`src/design/spag_pkg.sv`:
```
// Shared types and constants for the sprite pixel address generator.
// No dependencies; imported by spag_affine and sprite_pixel_address_generator.
`default_nettype none

package spag_pkg;

	// Configuration register indexes
	localparam logic CFG_ENGINE_SELECT = 1'b0;
	localparam logic CFG_ONE_D_MAPPING = 1'b1;

	// Tile data windows of the two engines
	localparam logic [14:0] WIN_MASK_MAIN = 15'h7FFF;
	localparam logic [14:0] WIN_MASK_SUB  = 15'h3FFF;

	// Sprite size in pixels
	typedef struct packed {
		logic [6:0] w;
		logic [6:0] h;
	} sprite_dim_t;

	// Per-sprite data that rides along the affine stages
	typedef struct packed {
		logic       keep;     // enabled and inside the (double-size) box
		logic       rot;
		logic [6:0] w;
		logic [6:0] h;
		logic       bpp8;
		logic [5:0] px;       // texel column for non-rotated sprites
		logic [5:0] py;       // texel row for non-rotated sprites
		logic [9:0] tile;
		logic [3:0] pal;
		logic [1:0] prio;
	} spag_meta_t;

	// Decode shape and size; the reserved shape is treated as square
	function automatic sprite_dim_t dim_lookup(input logic [1:0] shape, input logic [1:0] size);
		sprite_dim_t d;
		d.w = 7'd8;
		d.h = 7'd8;
		case (shape)
			2'd1: begin
				case (size)
					2'd0: begin d.w = 7'd16; d.h = 7'd8;  end
					2'd1: begin d.w = 7'd32; d.h = 7'd8;  end
					2'd2: begin d.w = 7'd32; d.h = 7'd16; end
					default: begin d.w = 7'd64; d.h = 7'd32; end
				endcase
			end
			2'd2: begin
				case (size)
					2'd0: begin d.w = 7'd8;  d.h = 7'd16; end
					2'd1: begin d.w = 7'd8;  d.h = 7'd32; end
					2'd2: begin d.w = 7'd16; d.h = 7'd32; end
					default: begin d.w = 7'd32; d.h = 7'd64; end
				endcase
			end
			default: begin
				case (size)
					2'd0: begin d.w = 7'd8;  d.h = 7'd8;  end
					2'd1: begin d.w = 7'd16; d.h = 7'd16; end
					2'd2: begin d.w = 7'd32; d.h = 7'd32; end
					default: begin d.w = 7'd64; d.h = 7'd64; end
				endcase
			end
		endcase
		return d;
	endfunction

endpackage

`default_nettype wire

```
`src/design/spag_affine.sv`:
```
// Two-stage 8.8 affine transform: products in stage 2, floored sums in stage 3.
// Imports spag_pkg; no other dependencies.
`default_nettype none

module spag_affine
	import spag_pkg::*;
(
	input  wire logic               clk,
	input  wire logic signed [8:0]  rx_s1,
	input  wire logic signed [8:0]  ry_s1,
	input  wire logic signed [15:0] pa_s1,
	input  wire logic signed [15:0] pb_s1,
	input  wire logic signed [15:0] pc_s1,
	input  wire logic signed [15:0] pd_s1,
	output logic signed [17:0]      fx_s3,
	output logic signed [17:0]      fy_s3
);

	logic signed [24:0] pa_rx_s2, pb_ry_s2, pc_rx_s2, pd_ry_s2;
	logic signed [25:0] sum_x, sum_y;

	// Form the four products
	always_ff @(posedge clk) begin
		pa_rx_s2 <= pa_s1 * rx_s1;
		pb_ry_s2 <= pb_s1 * ry_s1;
		pc_rx_s2 <= pc_s1 * rx_s1;
		pd_ry_s2 <= pd_s1 * ry_s1;
	end

	// Add pairs; dropping the low byte floors toward minus infinity
	assign sum_x = {pa_rx_s2[24], pa_rx_s2} + {pb_ry_s2[24], pb_ry_s2};
	assign sum_y = {pc_rx_s2[24], pc_rx_s2} + {pd_ry_s2[24], pd_ry_s2};

	always_ff @(posedge clk) begin
		fx_s3 <= sum_x[25:8];
		fy_s3 <= sum_y[25:8];
	end

endmodule

`default_nettype wire

```
`src/design/sprite_pixel_address_generator.sv`:
```
// Top level of the sprite pixel address generator: decode, affine, address stages.
// Depends on spag_pkg and spag_affine.
//
// Usage:
//   Input: present screen_x/screen_y, the three attribute words and the four
//   affine parameters with start high; busy is always low, so a transfer
//   happens at every clock edge where start is high.
//   Output: each transfer yields exactly one result, driven with done high
//   once it has passed the five register stages (decode, multiply, sum,
//   range check, address). A new item may be started every cycle, so
//   throughput is one item per clock.
//   The receiver cannot stall; results are never held back.
//   Configuration: cfg_valid/cfg_ready write channel, cfg_ready always high;
//   cfg_index 0 selects engine_select, 1 selects one_d_mapping, bit 0 of
//   cfg_data is the value. Write only when no results are outstanding.
//   Reset (arst_n low) clears both registers and all pipeline valid bits.
//   A result that is not visible has every field zero.
`default_nettype none

module sprite_pixel_address_generator
	import spag_pkg::*;
(
	input  wire logic        clk,
	input  wire logic        arst_n,
	input  wire logic        start,
	output logic             busy,
	input  wire logic [7:0]  screen_x,
	input  wire logic [7:0]  screen_y,
	input  wire logic [15:0] attr_word0,
	input  wire logic [15:0] attr_word1,
	input  wire logic [15:0] attr_word2,
	input  wire logic signed [15:0] param_a,
	input  wire logic signed [15:0] param_b,
	input  wire logic signed [15:0] param_c,
	input  wire logic signed [15:0] param_d,
	input  wire logic        cfg_valid,
	output logic             cfg_ready,
	input  wire logic        cfg_index,
	input  wire logic        cfg_data,
	output logic             done,
	output logic             visible,
	output logic [14:0]      byte_address,
	output logic             full_byte,
	output logic             high_nibble,
	output logic [3:0]       palette_row,
	output logic [1:0]       priority_res
);

	logic engine_select_q, one_d_mapping_q;

	assign busy      = 1'b0;
	assign cfg_ready = 1'b1;

	// Configuration registers
	always_ff @(posedge clk or negedge arst_n) begin
		if (!arst_n) begin
			engine_select_q <= 1'b0;
			one_d_mapping_q <= 1'b0;
		end else if (cfg_valid && cfg_ready) begin
			case (cfg_index)
				CFG_ENGINE_SELECT: engine_select_q <= cfg_data;
				CFG_ONE_D_MAPPING: one_d_mapping_q <= cfg_data;
				default: ;
			endcase
		end
	end

	// ---------------- Stage 1: decode and box test ----------------
	sprite_dim_t dim;
	logic        rot, dbl_bit, dbl, disabled, in_box;
	logic [5:0]  half_w, half_h;
	logic [8:0]  dx;
	logic [7:0]  dy, dw, dh;
	logic [5:0]  flip_px, flip_py;
	spag_meta_t  meta_d;

	assign dim      = dim_lookup(attr_word0[15:14], attr_word1[15:14]);
	assign rot      = attr_word0[8];
	assign dbl_bit  = attr_word0[9];
	assign dbl      = rot & dbl_bit;
	assign disabled = attr_word0[11] | (~rot & dbl_bit);
	assign half_w   = dim.w[6:1];
	assign half_h   = dim.h[6:1];

	// Offsets from the sprite origin, wrapped to 512 by 256
	assign dx = {1'b0, screen_x} - attr_word1[8:0] + (dbl ? {3'b0, half_w} : 9'd0);
	assign dy = screen_y - attr_word0[7:0] + (dbl ? {2'b0, half_h} : 8'd0);
	assign dw = dbl ? {dim.w, 1'b0} : {1'b0, dim.w};
	assign dh = dbl ? {dim.h, 1'b0} : {1'b0, dim.h};
	assign in_box = (dx < {1'b0, dw}) && (dy < dh);

	// Flipped texel position for non-rotated sprites (wraps correctly at 64)
	assign flip_px = attr_word1[12] ? (dim.w[5:0] - 6'd1 - dx[5:0]) : dx[5:0];
	assign flip_py = attr_word1[13] ? (dim.h[5:0] - 6'd1 - dy[5:0]) : dy[5:0];

	always_comb begin
		meta_d.keep = ~disabled & in_box;
		meta_d.rot  = rot;
		meta_d.w    = dim.w;
		meta_d.h    = dim.h;
		meta_d.bpp8 = attr_word0[13];
		meta_d.px   = flip_px;
		meta_d.py   = flip_py;
		meta_d.tile = attr_word2[9:0];
		meta_d.pal  = attr_word2[15:12];
		meta_d.prio = attr_word2[11:10];
	end

	logic              v_s1, v_s2, v_s3, v_s4;
	spag_meta_t        meta_s1, meta_s2, meta_s3;
	logic signed [8:0] rx_s1, ry_s1;
	logic signed [15:0] pa_s1, pb_s1, pc_s1, pd_s1;

	// Advance valid bits
	always_ff @(posedge clk or negedge arst_n) begin
		if (!arst_n) begin
			v_s1 <= 1'b0;
			v_s2 <= 1'b0;
			v_s3 <= 1'b0;
			v_s4 <= 1'b0;
			done <= 1'b0;
		end else begin
			v_s1 <= start & ~busy;
			v_s2 <= v_s1;
			v_s3 <= v_s2;
			v_s4 <= v_s3;
			done <= v_s4;
		end
	end

	// Stage 1 payload: centred coordinates and parameters
	always_ff @(posedge clk) begin
		meta_s1 <= meta_d;
		rx_s1   <= $signed(dx - {3'b0, half_w});
		ry_s1   <= $signed({1'b0, dy} - {3'b0, half_h});
		pa_s1   <= param_a;
		pb_s1   <= param_b;
		pc_s1   <= param_c;
		pd_s1   <= param_d;
	end

	// ---------------- Stages 2 and 3: affine transform ----------------
	logic signed [17:0] fx_s3, fy_s3;

	spag_affine u_affine (
		.clk   (clk),
		.rx_s1 (rx_s1),
		.ry_s1 (ry_s1),
		.pa_s1 (pa_s1),
		.pb_s1 (pb_s1),
		.pc_s1 (pc_s1),
		.pd_s1 (pd_s1),
		.fx_s3 (fx_s3),
		.fy_s3 (fy_s3)
	);

	always_ff @(posedge clk) begin
		meta_s2 <= meta_s1;
		meta_s3 <= meta_s2;
	end

	// ---------------- Stage 4: recentre and range check ----------------
	logic signed [17:0] fx, fy;
	logic               fx_ok, fy_ok;

	assign fx    = fx_s3 + $signed({12'b0, meta_s3.w[6:1]});
	assign fy    = fy_s3 + $signed({12'b0, meta_s3.h[6:1]});
	assign fx_ok = ~fx[17] && (fx[16:0] < {10'b0, meta_s3.w});
	assign fy_ok = ~fy[17] && (fy[16:0] < {10'b0, meta_s3.h});

	logic       vis_s4, bpp8_s4;
	logic [5:0] px_s4, py_s4;
	logic [6:0] w_s4;
	logic [9:0] tile_s4;
	logic [3:0] pal_s4;
	logic [1:0] prio_s4;

	always_ff @(posedge clk) begin
		vis_s4  <= meta_s3.keep & (~meta_s3.rot | (fx_ok & fy_ok));
		px_s4   <= meta_s3.rot ? fx[5:0] : meta_s3.px;
		py_s4   <= meta_s3.rot ? fy[5:0] : meta_s3.py;
		w_s4    <= meta_s3.w;
		bpp8_s4 <= meta_s3.bpp8;
		tile_s4 <= meta_s3.tile;
		pal_s4  <= meta_s3.pal;
		prio_s4 <= meta_s3.prio;
	end

	// ---------------- Stage 5: tile address ----------------
	logic [2:0]  tx, ty;
	logic [6:0]  idx1;
	logic [14:0] base1, base2, addr;
	logic [5:0]  row;
	logic [8:0]  ty_row;
	logic [8:0]  idx2;
	logic [9:0]  step2;
	logic [5:0]  offset;

	assign tx = px_s4[5:3];
	assign ty = py_s4[5:3];

	// One-dimensional: tiles of a sprite are consecutive
	assign idx1  = 7'(ty * w_s4[6:3]) + {4'b0, tx};
	assign base1 = {tile_s4, 5'b0} +
		(bpp8_s4 ? {2'b0, idx1, 6'b0} : {3'b0, idx1, 5'b0});

	// Two-dimensional: fixed row pitch in tile numbers
	always_comb begin
		case ({engine_select_q, bpp8_s4})
			2'b00:   row = 6'd32;
			2'b01:   row = 6'd16;
			2'b10:   row = 6'd16;
			default: row = 6'd8;
		endcase
	end
	assign ty_row = 9'(ty * row);
	assign idx2   = ty_row + {6'b0, tx};
	assign step2  = bpp8_s4 ? {idx2, 1'b0} : {1'b0, idx2};
	assign base2  = 15'(({5'b0, tile_s4} + {5'b0, step2}) << 5);

	assign offset = bpp8_s4 ? {py_s4[2:0], px_s4[2:0]} : {1'b0, py_s4[2:0], px_s4[2:1]};
	assign addr   = ((one_d_mapping_q ? base1 : base2) + {9'b0, offset}) &
		(engine_select_q ? WIN_MASK_SUB : WIN_MASK_MAIN);

	// Hold result fields for the strobe cycle; zero them when not visible
	always_ff @(posedge clk) begin
		visible      <= vis_s4;
		byte_address <= vis_s4 ? addr : 15'd0;
		full_byte    <= vis_s4 & bpp8_s4;
		high_nibble  <= vis_s4 & ~bpp8_s4 & px_s4[0];
		palette_row  <= vis_s4 ? pal_s4 : 4'd0;
		priority_res <= vis_s4 ? prio_s4 : 2'd0;
	end

endmodule

`default_nettype wire
```
`config.mk`:
```
export PLATFORM = sky130hd
export DESIGN_NAME = sprite_pixel_address_generator
export DESIGN_NICKNAME = d
export VERILOG_FILES = /design/src/design/spag_pkg.sv /design/src/design/spag_affine.sv /design/src/design/sprite_pixel_address_generator.sv
export SDC_FILE = /design/constraint.sdc
export NUM_CORES = 2
export LEC_CHECK = 0
export ABC_AREA = 1
export BUFFER_PORTS_ARGS = -buffer_cell sky130_fd_sc_hd__clkbuf_2
export CAP_MARGIN = 5
export CORE_MARGIN = 4
export CORE_UTILIZATION = 63
export DETAILED_ROUTE_END_ITERATION = 8
export HOLD_SLACK_MARGIN = 0.1
export PLACE_DENSITY = 0.81
export SYNTH_ARGS = -nofsm -noshare
export SYNTH_HDL_FRONTEND = slang
export SYNTH_SLANG_ARGS = --single-unit
```
`constraint.sdc`:
```
create_clock -name clk -period 8.65 [get_ports clk]
set_input_delay 2.1625 -clock clk [delete_from_list [all_inputs] [get_ports clk]]
set_output_delay 2.1625 -clock clk [all_outputs]
set_load 0.1 [all_outputs]
```
**Word-level counts from Yosys, hierarchy flattened**

Cells that the tools add are included.

- Word-level logic and storage cells: 142
- Input bits: 134
- Bits in registers: 421

- $lt $le $gt $ge: 4
- $mul: 6
- Add/subtract/negate cells: 19
- Equal/unequal tests: 6
- Reductions and logical operators: 8
- Bitwise gates (word level): 18
- Muxes and demuxes: 18

Operators with widths:

| cell | number |
|---|---|
| 16-bit by 9-bit multiplier with 25-bit output | 4 |
| 14-bit case mux with 3 select lines | 2 |
| 25-bit by 25-bit adder with 26-bit output | 2 |
| 6-bit two-way mux | 7 |
| 13-bit case mux with 3 select lines | 1 |
| 18-bit by 7-bit adder with 18-bit output | 2 |
| 17-bit by 7-bit less-than comparator with 1-bit output | 2 |
| 15-bit two-way mux | 2 |
| 14-bit case mux with 2 select lines | 1 |
| 8-bit two-way mux | 2 |
| 15-bit by 13-bit adder with 15-bit output | 1 |
| 15-bit by 6-bit adder with 15-bit output | 1 |
| 15-bit AND | 1 |
| 13-bit two-way mux | 1 |
| 6-bit case mux with 2 select lines | 1 |
| 6-bit by 1-bit subtractor with 6-bit output (second input constant) | 2 |
| 6-bit subtractor | 2 |
| 10-bit adder | 1 |
| 10-bit two-way mux | 1 |
| 9-bit by 3-bit adder with 9-bit output | 1 |
| 9-bit by 6-bit adder with 9-bit output | 1 |
| 9-bit by 8-bit less-than comparator with 1-bit output | 1 |
| 3-bit by 6-bit multiplier with 9-bit output | 1 |
| 8-bit by 6-bit subtractor with 9-bit output | 1 |
| other kinds (16) | 38 |

**Depth between registers and ports, before layout**

- Depth in word-level cells: 10
- Depth in mapped cells: 26
- Mapped depth without buffers: 26

**By module**

Synthesis repeated with hierarchy kept, for this count alone.

- Cells, all modules: 4957
- Area total of the unflattened synthesis: 38062.8 um^2

Modules (own cells, without submodules):

| module | instances | seq. area each (um^2) | area an instance (um^2) | cells an instance |
|---|---|---|---|---|
| spag_affine | 1 | 2722.6 | 27649.0 | 3829 |
| sprite_pixel_address_generator | 1 | 5320.1 | 10413.7 | 1128 |

**Least setup slack after synthesis**

OpenSTA, ideal clock, no wires.

- Path type: input -> register
- Start: input port attr_word0[14]
- End: register rx_s1[8]
- Slack: 3028 ps
- Arrival: 5496 ps
- Path buffers: 0
- Cell stages on the path: 21
- Setup time: 127 ps
- Cells stage by stage: inv_1 -> ha_1 -> inv_1 -> or2_2 -> nand2_1 -> inv_1 -> nand2_1 -> fa_1 -> inv_1 -> ha_1 -> a21oi_1 -> nand2_1 -> or2_2 -> nand2_1 -> inv_1 -> ha_1 -> inv_1 -> nor2_1 -> o21ai_0 -> nand3_1 -> xor2_1

RTL lines:

| element | line | text |
|---|---|---|
| start, declared | sprite_pixel_address_generator.sv:29 | `input wire logic [15:0] attr_word0,` |
| end signal, assigned | sprite_pixel_address_generator.sv:134 | `rx_s1 <= $signed(dx - {3'b0, half_w});` |
| end, declared | sprite_pixel_address_generator.sv:111 | `logic signed [8:0] rx_s1, ry_s1;` |

==> impl_metrics.tcl <==
set metrics [dict create \
    status "finished, final reports clean" \
    dpl.hpwl_microns 63700 \
    worst_slew_pin_slew_ns 0.919 \
    yosys_warnings 0 \
    ctsResizeCount 0 \
    gr-total-overflow 0 \
    period_share_pct 67.3 \
    reg2regPathDepth 15 \
    dp_slack_ns 2.31 \
    crit_start "attr_word0[14]" \
    synth-seq-area-share_pct 22.3 \
    start_util_pct 63.8 \
    drive_gt1_share_pct 6.64 \
    setup_viol 0 \
    wl_microns 80200 \
    syn_nets 5325 \
    tns_ns 0 \
    crit_path_top_delay_cell "fa_1" \
    final.min_clock_period_ns 5.82 \
    cts_tree "yes" \
    clockBufferDepth 3 \
    grt_pass1_wl_microns 133000 \
    end_kind "flip-flop" \
    cp_max_fo 7 \
    hp-start "meta_s1[39]" \
    dp_cells 5136 \
    fin_ws_ns 2.83 \
    worst_clock_skew_ns 0.0280 \
    yosysTopAreaCellShare_pct 27.7 \
    cpPeakStageDelay_ns 0.60 \
    worstPathArrival_ns 6.32 \
    cts_hold_buffers 0 \
    start_kind "primary input" \
    gp_congestion 0.914 \
    fin_nets 5405 \
    drv_cap 0 \
    yosys-top-cells-area "fa_1 28%, dfxtp_1 22%, ha_1 12%" \
    clk_latency_ns 0.58 \
    diodes 0 \
    detail-route-antenna-nets 0 \
    cts_num_sinks 400 \
    holdPathStages 0 \
    worst-path-buf-inv 5 \
    die_x_microns 247 \
    r2r_slack_ns 3.23 \
    rsz0062_at_grt "no" \
    antenna_found_initial 0 \
    crit_chain "clkbuf_2, inv_1, ha_1, inv_1, o21ai_0, nand2_1, fa_1, fa_1, inv_1, a31oi_1, inv_1, a21oi_1, nor2_1, nor2_1, xor2_1, ha_1, a21oi_1, o21ai_0, a21oi_1, nand3b_1, nor2_1" \
    dr.pass1.iters 6 \
    hold_viol 0 \
    hold_class "flip-flop to flip-flop" \
    wl_per_cell_microns 15.4 \
    dieHeight_microns 247 \
    worstReg2RegStart "rx_s1[3]" \
    cts_buffers 44 \
    cpMostUsedCell "inv_1" \
    syn_avg_cell_area_sq_um 8.29 \
    crit_family "adder cells" \
    synth_area_leader_cell "fa_1" \
    grtUsageTotal_pct 27.0 \
    grt_pass1_vias 27700 \
    critPathRequiredTime_ns 9.15 \
    vias_per_cell 5.20 \
    die-area_sq_mm 0.0611 \
    clk_pin_slew_worst_paths_ns 0.07 \
    rows 87 \
    slew_headroom_pct 38.8 \
    port-buffer-count 153 \
    routed-via-count 27200 \
    drtIter0Drc 1756 \
    syn_area_sq_mm 0.0360 \
    root_buffer "clkbuf_16" \
    synth-main-ff-cell "dfxtp_1" \
    htree_levels 2 \
    area_growth_pct 8.06 \
    drv_slew 0 \
    crit_type "primary input to flip-flop" \
    post-cts-setup-buffer-count 0 \
    grt_max_degree 33 \
    ys_ff_latch 400 \
    core-area_sq_mm 0.0565 \
    synthesis.instances 4346 \
    synth_edf_count 0 \
    io_pins 161 \
    yosys.cell_types.count 51 \
    layout.cells.non_filler 5217 \
    path_depth 21 \
    synthArstFlopShare_pct 1.75 \
    fmax_mhz 172 \
    drc 0 \
]
cells in the mapped netlist (all sizes together), types with 17 or more instances:
cell	count
a21oi	176
clkbuf	122
dfxtp	393
fa	499
ha	346
inv	1059
nand2	981
nand3	115
nand4	27
nor2	159
nor3	17
o21ai	112
or2	36
xnor2	70
xor2	116
stage by stage:
| stage | util (%) | hold slack (ns) | cell area [sq um] |
|---|---|---|---|
| 4_1_cts | 68.9 | 0.316 | 38900 |
| 5_1_grt | 68.9 | 0.323 | 38900 |
| 3_5_place_dp | 66.1 | 0.312 | 37300 |
| 2_1_floorplan | - | 0.310 | 36000 |
| 3_3_place_gp | 66.1 | 0.310 | 37300 |
| 6_report | 68.9 | 0.317 | 38900 |
worst reg2reg max path: cells and delay by family, from the launching register on:
kind | cells | cell delay (ns)
simple gates | 1 | 0.20
fa+ha+maj | 6 | 2.85
xor+xnor | 1 | 0.15
flops | 1 | 0.93
buf+inv | 1 | 0.05
compound gates | 6 | 1.13
worst paths after layout:
path	to
worst max-delay path	meta_s1[44]
worst min-delay path	meta_s2[39]
worst max register to register	u_affine.pa_rx_s2[21]
worst min register to register	meta_s2[39]
max in group asynchronous	v_s1
min in group asynchronous	one_d_mapping_q
flip-flops by register name, summed over array words and instances, names as in the netlist, 18 cells and up:
register / cells
u_affine.pd_ry_s2: 25
u_affine.pb_ry_s2: 25
meta_s1: 39
u_affine.fy_s3: 18
u_affine.fx_s3: 18
meta_s2: 39
u_affine.pc_rx_s2: 25
meta_s3: 39
u_affine.pa_rx_s2: 25
cells by family after synthesis:
logic type	after synthesis	synth area share (%)
simple gates	1354	15.2
buf+inv	1196	12.5
fa+ha+maj	845	39.7
flops	400	22.3
compound gates	363	5.56
xor+xnor	186	4.64
other cells	2	0.0208
area by class of cell:
| cell class | instances | area [sq um] |
|---|---|---|
| clock buffer | 56 | 1240 |
| clock inverter | 25 | 350 |
| fill | 4346 | 17600 |
| inverter | 1060 | 3980 |
| multi-input combinational | 2750 | 23500 |
| sequential | 400 | 8040 |
| tap | 756 | 946 |
| timing repair buffer | 170 | 893 |
routing by layer:
layer | share of wire [%] | up-vias | track usage, %
li1 | - | 13100 | -
met1 | 42 | 13100 | 35.2
met2 | 49 | 813 | 46.9
met3 | 5.9 | 166 | 3.10
met4 | 3.5 | 0 | 9.58
met5 | 0 | - | 0
layout by cell type (no fill, tap or decap), types with 20 or more instances in the layout:
master	netlist	routed
a21oi_1	176	176
clkbuf_16	0	45
clkbuf_2	0	153
dfxtp_1	393	392
fa_1	499	499
ha_1	346	346
inv_1	1057	1057
nand2_1	981	981
nand3_1	114	114
nand4_1	27	27
nor2_1	156	156
o21ai_0	92	92
o21ai_1	20	20
or2_2	35	35
xnor2_1	70	70
xor2_1	112	112
Power is not shown: default switching activity piles up to over one toggle a cycle in this logic, so the estimate is an artifact.
